--- src/hdl/swgm_pkg.sv ---
package swgm_pkg;

    localparam int unsigned CFG_IDX_W   = 2;
    localparam int unsigned CFG_DATA_W  = 31;
    localparam int unsigned COUNT_W     = 13;
    localparam int unsigned SLOT_W      = 12;
    localparam int unsigned CNT_W       = 6;

    localparam logic [CFG_IDX_W-1:0] CFG_SPHERE_RADIUS = 2'd0;
    localparam logic [CFG_IDX_W-1:0] CFG_WALL_BAND     = 2'd1;
    localparam logic [CFG_IDX_W-1:0] CFG_FLUID_COUNT   = 2'd2;

    localparam logic [30:0] SPHERE_RADIUS_RST = 31'd65536;
    localparam logic [30:0] WALL_BAND_RST     = 31'd6554;

    localparam logic [CNT_W-1:0] SQ_LAST   = 6'd3;
    localparam logic [CNT_W-1:0] ROOT_LAST = 6'd31;
    localparam logic [CNT_W-1:0] DIV_LAST  = 6'd32;
    localparam logic [1:0]       COORD_X   = 2'd0;
    localparam logic [1:0]       COORD_Y   = 2'd1;
    localparam logic [1:0]       COORD_Z   = 2'd2;

    localparam logic [COUNT_W-1:0] TOTAL_MAX = 13'h1FFF;

    typedef enum logic [3:0] {
        S_IDLE,
        S_SQ,
        S_ROOT,
        S_TEST,
        S_MUL,
        S_PREP,
        S_DIV,
        S_STORE,
        S_OUT
    } t_state;

    typedef struct packed {
        logic       load;
        logic       sq_step;
        logic       root_step;
        logic       decide;
        logic       mul;
        logic       prep;
        logic       div_step;
        logic       store;
        logic       out_load;
        logic [1:0] idx;
    } t_cmd;

    typedef struct packed {
        logic made;
        logic zero;
        logic out_free;
    } t_status;

    function automatic logic [31:0] sat_coord(input logic [32:0] q, input logic ovf,
                                              input logic neg);
        logic [32:0] nq;
        logic [31:0] res;
        nq = ~q + 33'd1;
        if (neg) begin
            if (ovf || q > 33'h0_8000_0000) begin
                res = 32'h8000_0000;
            end else begin
                res = nq[31:0];
            end
        end else begin
            if (ovf || q > 33'h0_7FFF_FFFF) begin
                res = 32'h7FFF_FFFF;
            end else begin
                res = q[31:0];
            end
        end
        return res;
    endfunction

endpackage

--- src/hdl/swgm_ctrl.sv ---
module swgm_ctrl (
    input  logic              i_clk,
    input  logic              i_rst_n,
    input  logic              i_in_valid,
    input  swgm_pkg::t_status i_status,
    output swgm_pkg::t_cmd    o_cmd,
    output logic              o_in_stall
);

    swgm_pkg::t_state r_state, n_state;
    logic [swgm_pkg::CNT_W-1:0] r_cnt, n_cnt;
    logic [1:0] r_coord, n_coord;

    always_ff @(posedge i_clk) begin
        if (!i_rst_n) begin
            r_state <= swgm_pkg::S_IDLE;
            r_cnt   <= '0;
            r_coord <= '0;
        end else begin
            r_state <= n_state;
            r_cnt   <= n_cnt;
            r_coord <= n_coord;
        end
    end

    always_comb begin
        n_state = r_state;
        case (r_state)
            swgm_pkg::S_IDLE: begin
                if (i_in_valid) begin
                    n_state = swgm_pkg::S_SQ;
                end
            end
            swgm_pkg::S_SQ: begin
                if (r_cnt == swgm_pkg::SQ_LAST) begin
                    n_state = swgm_pkg::S_ROOT;
                end
            end
            swgm_pkg::S_ROOT: begin
                if (r_cnt == swgm_pkg::ROOT_LAST) begin
                    n_state = swgm_pkg::S_TEST;
                end
            end
            swgm_pkg::S_TEST: begin
                if (i_status.made && !i_status.zero) begin
                    n_state = swgm_pkg::S_MUL;
                end else begin
                    n_state = swgm_pkg::S_OUT;
                end
            end
            swgm_pkg::S_MUL: begin
                n_state = swgm_pkg::S_PREP;
            end
            swgm_pkg::S_PREP: begin
                n_state = swgm_pkg::S_DIV;
            end
            swgm_pkg::S_DIV: begin
                if (r_cnt == swgm_pkg::DIV_LAST) begin
                    n_state = swgm_pkg::S_STORE;
                end
            end
            swgm_pkg::S_STORE: begin
                if (r_coord == swgm_pkg::COORD_Z) begin
                    n_state = swgm_pkg::S_OUT;
                end else begin
                    n_state = swgm_pkg::S_MUL;
                end
            end
            swgm_pkg::S_OUT: begin
                if (i_status.out_free) begin
                    n_state = swgm_pkg::S_IDLE;
                end
            end
            default: begin
                n_state = swgm_pkg::S_IDLE;
            end
        endcase
    end

    always_comb begin
        if (n_state != r_state) begin
            n_cnt = '0;
        end else begin
            n_cnt = r_cnt + 1'b1;
        end
        if (r_state == swgm_pkg::S_IDLE) begin
            n_coord = swgm_pkg::COORD_X;
        end else if (r_state == swgm_pkg::S_STORE) begin
            n_coord = r_coord + 1'b1;
        end else begin
            n_coord = r_coord;
        end
    end

    always_comb begin
        o_cmd      = '0;
        o_in_stall = 1'b1;
        case (r_state)
            swgm_pkg::S_IDLE: begin
                o_in_stall = 1'b0;
                o_cmd.load = i_in_valid;
            end
            swgm_pkg::S_SQ: begin
                o_cmd.sq_step = 1'b1;
                o_cmd.idx     = r_cnt[1:0];
            end
            swgm_pkg::S_ROOT: begin
                o_cmd.root_step = 1'b1;
            end
            swgm_pkg::S_TEST: begin
                o_cmd.decide = 1'b1;
            end
            swgm_pkg::S_MUL: begin
                o_cmd.mul = 1'b1;
                o_cmd.idx = r_coord;
            end
            swgm_pkg::S_PREP: begin
                o_cmd.prep = 1'b1;
            end
            swgm_pkg::S_DIV: begin
                o_cmd.div_step = 1'b1;
            end
            swgm_pkg::S_STORE: begin
                o_cmd.store = 1'b1;
                o_cmd.idx   = r_coord;
            end
            swgm_pkg::S_OUT: begin
                o_cmd.out_load = i_status.out_free;
            end
            default: begin
                o_cmd = '0;
            end
        endcase
    end

endmodule

--- config.mk ---
export PLATFORM = sky130hd
export DESIGN_NAME = swgm_ctrl
export DESIGN_NICKNAME = d
export VERILOG_FILES = /design/src/hdl/swgm_pkg.sv /design/src/hdl/swgm_ctrl.sv
export SDC_FILE = /design/constraint.sdc
export NUM_CORES = 1
export LEC_CHECK = 0
export BUFFER_PORTS_ARGS = -buffer_cell sky130_fd_sc_hd__buf_2
export CAP_MARGIN = 20
export CELL_PAD_IN_SITES_DETAIL_PLACEMENT = 1
export CELL_PAD_IN_SITES_GLOBAL_PLACEMENT = 1
export CORE_ASPECT_RATIO = 1.25
export CORE_MARGIN = 2
export CORE_UTILIZATION = 37
export CTS_CLUSTER_SIZE = 12
export DETAILED_ROUTE_END_ITERATION = 8
export PLACE_DENSITY = 0.75
export SLEW_MARGIN = 15
export SYNTH_ARGS = -nofsm -noshare
export SYNTH_HDL_FRONTEND = slang
export SYNTH_SLANG_ARGS = --single-unit
--- constraint.sdc ---
create_clock -name i_clk -period 2.3 [get_ports i_clk]
set_clock_uncertainty 0.05 [all_clocks]
set_input_delay 0.345 -clock i_clk [delete_from_list [all_inputs] [get_ports i_clk]]
set_output_delay 0.345 -clock i_clk [all_outputs]
set_load 0.03 [all_outputs]
# Word level (Yosys, flattened, before mapping)
# Cells that the tools add are included.
# W data, S select, Z words.
# word_totals
reg_bits	12
latchBits	0
ramBits	0
romBits	0
inputBits	6
n_memories	0
# classes
n_addsub	2
multipliers	0
n_div	0
magnitude_cmp	0
n_eq_ne	13
shift	0
muxes	19
n_bitwise	1
n_reduce_logical	6
# op_table
operator	count
$pmux W4 S9	1
$mux W4	7
$eq A4 B3 Y1 const B	4
$mux W1	10
$eq A4 B2 Y1 const B	2
$add A6 B1 Y6 const B	1
$eq A6 B2 Y1 const B	1
$eq A6 B5 Y1 const B	1
$eq A6 B6 Y1 const B	1
$reduce_or A2 Y1	3
$eq A4 B1 Y1 const B	1
$eq A4 B4 Y1 const B	1
$logic_not A4 Y1	1
$ne A4 B4 Y1	1
$pmux W2 S2	1
$add A2 B1 Y2 const B	1
$eq A2 B2 Y1 const B	1
$logic_and A1 B1 Y1	1
$logic_not A1 Y1	1
$not A1 Y1	1

# Longest topological paths before layout
# Gate-level depths: netlist (run 1).
# depth
depth_word	6
ltp_mapped	6
mapped_depth_nobuf	6

# Worst setup path after synthesis (run 1)
# Ideal clock, no wire load.
# synth_path
path_type	reg2reg
startpoint	register r_state[3]
endpoint	register r_cnt[0] (netlist name)
setup_time_ps	153
t_arrival_ps	2188
required_ps	2097
path_slack_ps	-91
path_stages_with_launch	6
n_path_buf	1
cell_sequence	dfxtp_1 > buf_2 > nor4b_1 > a41o_1 > a221o_1 > a2111oi_1
# synth_via
elab_chain_len	4
# synth_lines
element	line_no	rtl
start, declared	swgm_ctrl.sv:10	swgm_pkg::t_state r_state, n_state;
start signal, assigned	swgm_ctrl.sv:16	r_state <= swgm_pkg::S_IDLE;
start signal, assigned	swgm_ctrl.sv:20	r_state <= n_state;
$eq A4 B4 Y1, or another cell as far along	swgm_ctrl.sv:28	case (r_state)
$pmux W4 S9	swgm_ctrl.sv:28	
$ne A4 B4 Y1 (*)	swgm_ctrl.sv:81	if (n_state != r_state) begin
$reduce_or A2 Y1 (no line) (*)	-	
end signal, assigned	swgm_ctrl.sv:21	r_cnt <= n_cnt;
end, declared	swgm_ctrl.sv:11	logic [swgm_pkg::CNT_W-1:0] r_cnt, n_cnt;
# Mark *: on every way between the ends. The rest lies on a longest branch, timed or not.
# A chain may end at the register's enable or synchronous reset.

# Worst setup path in the final report (run 1)
# layout_path
startpoint	register r_cnt[1] (netlist name)
endpoint	register r_cnt[3] (netlist name)
# layout_via
elab_chain_len	5
# layout_lines
element	line_no	rtl
$eq A6 B6 Y1, or another cell as far along	swgm_ctrl.sv:58	if (r_cnt == swgm_pkg::DIV_LAST) begin
$mux W4 (on tied branches)	swgm_ctrl.sv:58, swgm_ctrl.sv:35, swgm_ctrl.sv:40	
$pmux W4 S9	swgm_ctrl.sv:28	
$ne A4 B4 Y1	swgm_ctrl.sv:81	
$reduce_or A2 Y1 (no line)	-	
# Several ways; a longest one is shown, not always the timed one.

==> metrics.md, run 1 <==
| Metric | Value |
|---|---|
| Status | `finished, final reports clean` |
| Vias in the first global route | `773` |
| Vias/cell | `5.75` |
| Crit path max fanout | `7` |
| Final setup vio count | `0` |
| Worst vdd ir | `0.322 mV` |
| Global-route wire length before repair | `3620 um` |
| Die X | `45.1 um` |
| Initial Utilization | `0.394` |
| Num rows | `18` |
| Register area | `241 um2` |
| Congestion Overflow GR | `0` |
| Die area | `2500 um2` |
| Final #Nets | `127` |
| Multi-input gate area in the final layout | `544 um2` |
| CP startpoint kind | `flip-flop` |
| Core outline area | `1980 um2` |
| HPWL Detailed | `1640 um` |
| Req. time, crit path | `2.43 ns` |
| DR iter-0 viols | `9` |
| Worst-margin pin slew | `0.814 ns` |
| Root Buffer | `clkbuf_4` |
| Post-route DRC | `0` |
| Fin. Hold Viols | `0` |
| Post-synth top flop | `dfxtp_1` |
| Minimum clock period | `2.16 ns` |
| Setup TNS Final | `0 ns` |
| Ys async rst share | `0` |
| Worst skew pair latency | `0.29 ns` |
| H-tree Lvls | `1` |
| Flops & latches, synth | `12` |
| Leakage power | `0.391 nW` |
| Slew HR | `0.457` |
| CTS max path bufs | `2` |
| GPL Wtd Cong | `0.737` |
| Layout fillers | `248` |
| Top Ports | `18` |
| Synthesized net count | `106` |
| Post-place setup slack | `0.0621 ns` |
| Antenna-violating nets left | `0` |
| Sequential area share after synthesis | `0.308` |
| Post-Syn Area | `781 um2` |
| Final worst path period share | `0.939` |
| CTS tree | `yes` |
| Max-cap viol count | `0` |
| IO Port Bufs | `17` |
| Yosys warnings | `0` |
| WL/cell | `16.1 um` |
| Worst hold path type | `input port to flip-flop` |
| N_diodes | `0` |
| Synth cell types | `35` |
| Largest net degree at the start of global routing | `13` |
| Max-slew violations | `0` |
| Worst-path cell chain | `ha_2, or4b_1, o2bb2ai_1, a221o_2, a2111oi_2` |
| Critical path data arrival time | `2.29 ns` |
| Power density over the cells | `506 nW/um2` |
| Tot GR Track Use | `0.192` |
| CP Class | `flip-flop to flip-flop` |
| Post-synth EDFFs | `0` |
| Synth Instances | `97` |
| Die height | `55.4 um` |
| Fin worst setup slack | `0.140 ns` |
| Initial antenna violation count | `0` |
| CTS Buf Count | `3` |
| Clock transition at the registers of the reported paths | `0.09 ns` |
| Crit. End Element | `flip-flop` |
| First-pass DRT Iterations | `4` |
| CTS sink cnt | `12` |
| CP peak stage delay | `0.43 ns` |
| Post-Route WL | `2210 um` |
| Via count | `788` |
| Area grow syn2layout | `25.6%` |
| Fmax | `0.463 GHz` |
| Share of layout cells above drive strength 1 | `0.282` |
| Mean Syn Cell Area | `8.05 um2` |
| Slowest CP cell | `or4b_1` |
-- cell usage after synthesis, types with 2 or more instances --
cell type	n	area (um2)
nand2b_1	4	25.0
xor2_1	2	17.5
buf_2	2	10.0
ha_1	3	37.5
a2111oi_1	6	60.1
nor4b_1	3	26.3
nor3_1	3	15.0
and3_1	2	12.5
nand3_1	3	15.0
xnor2_1	3	26.3
inv_1	5	18.8
a211oi_1	2	15.0
clkbuf_1	3	11.3
nor2_1	15	56.3
dfxtp_1	12	240
nor2b_1	3	18.8
a22oi_1	2	15.0
nand2_1	7	26.3
-- cells by family (layout without fill, tap and decap cells) --
logic type,after synthesis,in the layout,synth area share
adders and majority gates,3,3,0.0481
DFF,12,12,0.308
AOI/OAI and AO/OA,20,20,0.216
buffers and inverters,10,30,0.0513
and+or+nand+nor,47,47,0.321
xor gates and xnor gates,5,5,0.0561
-- critical path, delay by kind of cell (launching register included) --
family | cells | cell delay (ns)
compound gates | 3 | 0.93
fa+ha+maj | 1 | 0.24
simple gates | 1 | 0.43
flops | 1 | 0.40
-- metrics by stage --
step	util	total power, mW	cell area [um2]	hold slack, ns	instances
floorplan	-	0.286	793	0.417	97
global placement	0.460	0.309	912	0.443	133
detailed placement	0.460	0.311	912	0.464	133
CTS	0.479	0.489	948	0.310	137
global route	0.495	0.516	981	0.316	137
finish	0.495	0.496	981	0.316	137
-- flip-flops by register name (all words and copies together) (netlist names) --
register,flops
r_cnt,6
r_state,4
r_coord,2
-- final timing paths --
path	from	endpoint	slack (ns)	cells past startpoint
worst max-delay path	r_cnt[1]	r_cnt[3]	0.14	5
worst min-delay path	i_rst_n	r_state[3]	0.32	2
worst max register to register	r_cnt[1]	r_cnt[3]	0.14	5
worst min register to register	r_cnt[0]	r_cnt[0]	0.42	1
-- final cells by class --
class,instances,share of cell area
multi-input combinational,75,0.555
sequential,12,0.246
timing repair buffer,21,0.117
clock buffer,4,0.0370
tap,20,0.0255
inverter,5,0.0191
-- per-layer routing --
metal / GRT usage / up-vias / routed length [um]
li1: - / 397 / -
met2: 0.276 / 10 / 1050
met4: 0.109 / 0 / 54
met3: 0.0294 / 5 / 48
met5: 0 / - / 0
met1: 0.265 / 376 / 1060
-- cells in the final DEF, fill, tap and decap left out, types with 2 or more instances in the layout --
| cell type | count |
|---|---|
| nor3_1 | 3 |
| inv_1 | 5 |
| ha_1 | 2 |
| a2111oi_1 | 3 |
| clkbuf_4 | 3 |
| xnor2_1 | 3 |
| dfxtp_1 | 11 |
| nor4b_2 | 2 |
| a2111oi_2 | 2 |
| nand3_1 | 3 |
| buf_4 | 4 |
| nand2_1 | 7 |
| nor2_1 | 15 |
| buf_2 | 17 |
| a211oi_1 | 2 |
| nor2b_1 | 3 |
| a22oi_1 | 2 |
| and3_1 | 2 |
| xor2_1 | 2 |
| nand2b_1 | 4 |
-- power by group --
part | internal (mW) | total [mW] | switching, mW
logic | 0.0311 | 0.0877 | 0.0566
registers | 0.215 | 0.227 | 0.0122
clock network | 0.0966 | 0.181 | 0.0849
-- timing repair --
action	in CTS	in global routing
setup endpoints to repair	0	4
gates resized for setup	0	7
hold endpoints to repair	0	0
hold buffers	0	0
setup buffers	0	0
Note: power is estimated with default switching activity, not from simulation.
==> inputs of run 2 (changes only) <==
SETUP_SLACK_MARGIN = 0.4   (was default)
==> run 2 against run 1 <==
  * First-iteration DRC count rose by 22%
  * Non-clock buffer count rose by 6
  * Core utilization rose by 11 points
  * Routed wire length rose by 23%
  * Worst setup slack improved by 0.11 ns
  * Die area did not move
==> metrics.md, run 2 (synthesis gave the netlist of run 1 again) <==
| Metric | Value |
|---|---|
| First-pass DRT Iterations | `4` |
| Top flop regs | `r_cnt x6, r_state x4, r_coord x2` |
| Hold_sp | `i_rst_n` |
| Leakage power | `0.448 nW` |
| N_diodes | `0` |
| Cell Area, Placed | `926 um2` |
| Vias in the first global route | `855` |
| Req. time, crit path | `2.44 ns` |
| Design area | `1200 um2` |
| HPWL Detailed | `1690 um` |
| Worst reg2reg path depth | `5` |
| Initial Utilization | `0.394` |
| H-tree Lvls | `1` |
| Tot GR Track Use | `0.223` |
| Slew HR | `0.477` |
| Fin. Hold Viols | `0` |
| Max-cap viol count | `0` |
| RSZ-0062 raised after global routing | `true` |
| Worst hold path type | `input port to flip-flop` |
| Post-place setup slack | `0.159 ns` |
| Most frequent cells in the layout | `nor2_1 (14), buf_2 (13), buf_4 (12), nand2_1 (7)` |
| Layout fillers | `234` |
| DR WL met3 | `60 um` |
| Cells on Worst Hold Path | `2` |
| Final #Nets | `133` |
| Max-slew violations | `0` |
| Crit path max fanout | `7` |
| Slowest CP cell | `or4b_4` |
| Power density over the cells | `450 nW/um2` |
| Power Total | `0.539 mW` |
| Num rows | `18` |
| Die area | `2500 um2` |
| Share of layout cells above drive strength 1 | `0.439` |
| Fin worst setup slack | `0.252 ns` |
| Clock transition at the registers of the reported paths | `0.08 ns` |
| Largest net degree at the start of global routing | `13` |
| Post-Route WL | `2720 um` |
| WL/cell | `19.0 um` |
| Max reg flops | `6` |
| Layout Cells excl Fill | `143` |
| IO Port Bufs | `17` |
| Post-route DRC | `0` |
| Final hold slack | `0.322 ns` |
| Biggest register | `r_cnt` |
| Root Buffer | `clkbuf_4` |
| Worst skew pair latency | `0.29 ns` |
| Setup TNS Final | `0 ns` |
| GPL Wtd Cong | `0.800` |
| CTS max path bufs | `2` |
| Vias/cell | `5.83` |
| Crit. End Element | `flip-flop` |
| Antenna-violating nets left | `0` |
| CTS Buf Count | `3` |
| Worst-path cell chain | `ha_4, or4b_4, o2bb2ai_2, a221o_2, a2111oi_4` |
| CTS tree | `yes` |
| Worst vdd ir | `0.326 mV` |
| Via count | `833` |
| Met2 Routed Length | `1420 um` |
| Die height | `55.4 um` |
| Core outline area | `1980 um2` |
| Hold EP | `r_state[0]` |
| Initial antenna violation count | `0` |
| Fmax | `0.488 GHz` |
| Fin util | `0.604` |
| Area grow syn2layout | `53.4%` |
| CP peak stage delay | `0.46 ns` |
| FF-to-FF setup slack | `0.25 ns` |
| CTS sink cnt | `12` |
| DR iter-0 viols | `11` |
| Worst-margin pin slew | `0.785 ns` |
| Die X | `45.1 um` |
| Most common cell after layout, fill and taps aside | `nor2_1` |
| Final worst path period share | `0.891` |
| Congestion Overflow GR | `0` |
| Reg2reg start | `r_cnt[1]` |
| CP Class | `flip-flop to flip-flop` |
| Top Ports | `18` |
| # placed instances | `133` |
| Status | `finished, final reports clean` |
| CP startpoint kind | `flip-flop` |
| Minimum clock period | `2.05 ns` |
| Critical path data arrival time | `2.18 ns` |
| Global-route wire length before repair | `4170 um` |
| Final setup vio count | `0` |
| Wl on met1 | `1190 um` |
| Top Metal Used | `met4` |
| Worst flop-to-flop path endpoint | `r_cnt[4]` |
run 2: cell count changes in the layout (fill, tap and decap cells not counted), sizes merged:
cell,before,now
clkbuf,4,6
buf,21,25
run 2: layout make-up:
class	instances	area [um2]	area share
multi-input combinational	75	684	0.572
sequential	12	263	0.219
timing repair buffer	27	170	0.142
clock buffer	4	36.3	0.0303
tap	20	25.0	0.0209
inverter	5	18.8	0.0157
run 2: worst max-delay path: cells and delay by family (launching register included):
family	cells	cell delay, ns
AOI/OAI and AO/OA	3	0.93
adders and majority gates	1	0.13
DFF	1	0.38
and+or+nand+nor	1	0.46
run 2: where the power goes:
part           leakage, nW  internal [mW]  switching, mW  total (mW)
sequential           0.102          0.212         0.0116       0.223
clock               0.0210         0.0965         0.0835       0.180
combinational        0.325         0.0526         0.0831       0.136
run 2: per-layer routing:
layer / vias to the layer above / track usage
li1: 408 / -
met3: 4 / 0.0523
met4: 0 / 0.0756
met1: 407 / 0.298
met5: - / 0
met2: 14 / 0.345
run 2: worst max-delay path by stage:
| stage | end | slack [ns] | startpoint | cells past startpoint |
|---|---|---|---|---|
| after floorplan | r_cnt[0] | 0.42 | r_cnt[0] | 5 |
| after global placement | r_cnt[0] | 0.31 | r_cnt[0] | 5 |
| after detailed placement | r_cnt[4] | 0.16 | r_cnt[0] | 5 |
| after CTS | r_cnt[1] | 0.25 | r_cnt[1] | 5 |
| after global routing | r_cnt[0] | 0.20 | r_cnt[1] | 5 |
| final | r_cnt[4] | 0.25 | r_cnt[1] | 5 |
run 2: what timing repair did:
| action | CTS | global route |
|---|---|---|
| pin swaps | 5 | 4 |
| setup buffers | 5 | 1 |
| setup endpoints to repair | 14 | 11 |
| cloned | 0 | 0 |
| resized for setup | 24 | 13 |
| hold buffers | 0 | 0 |
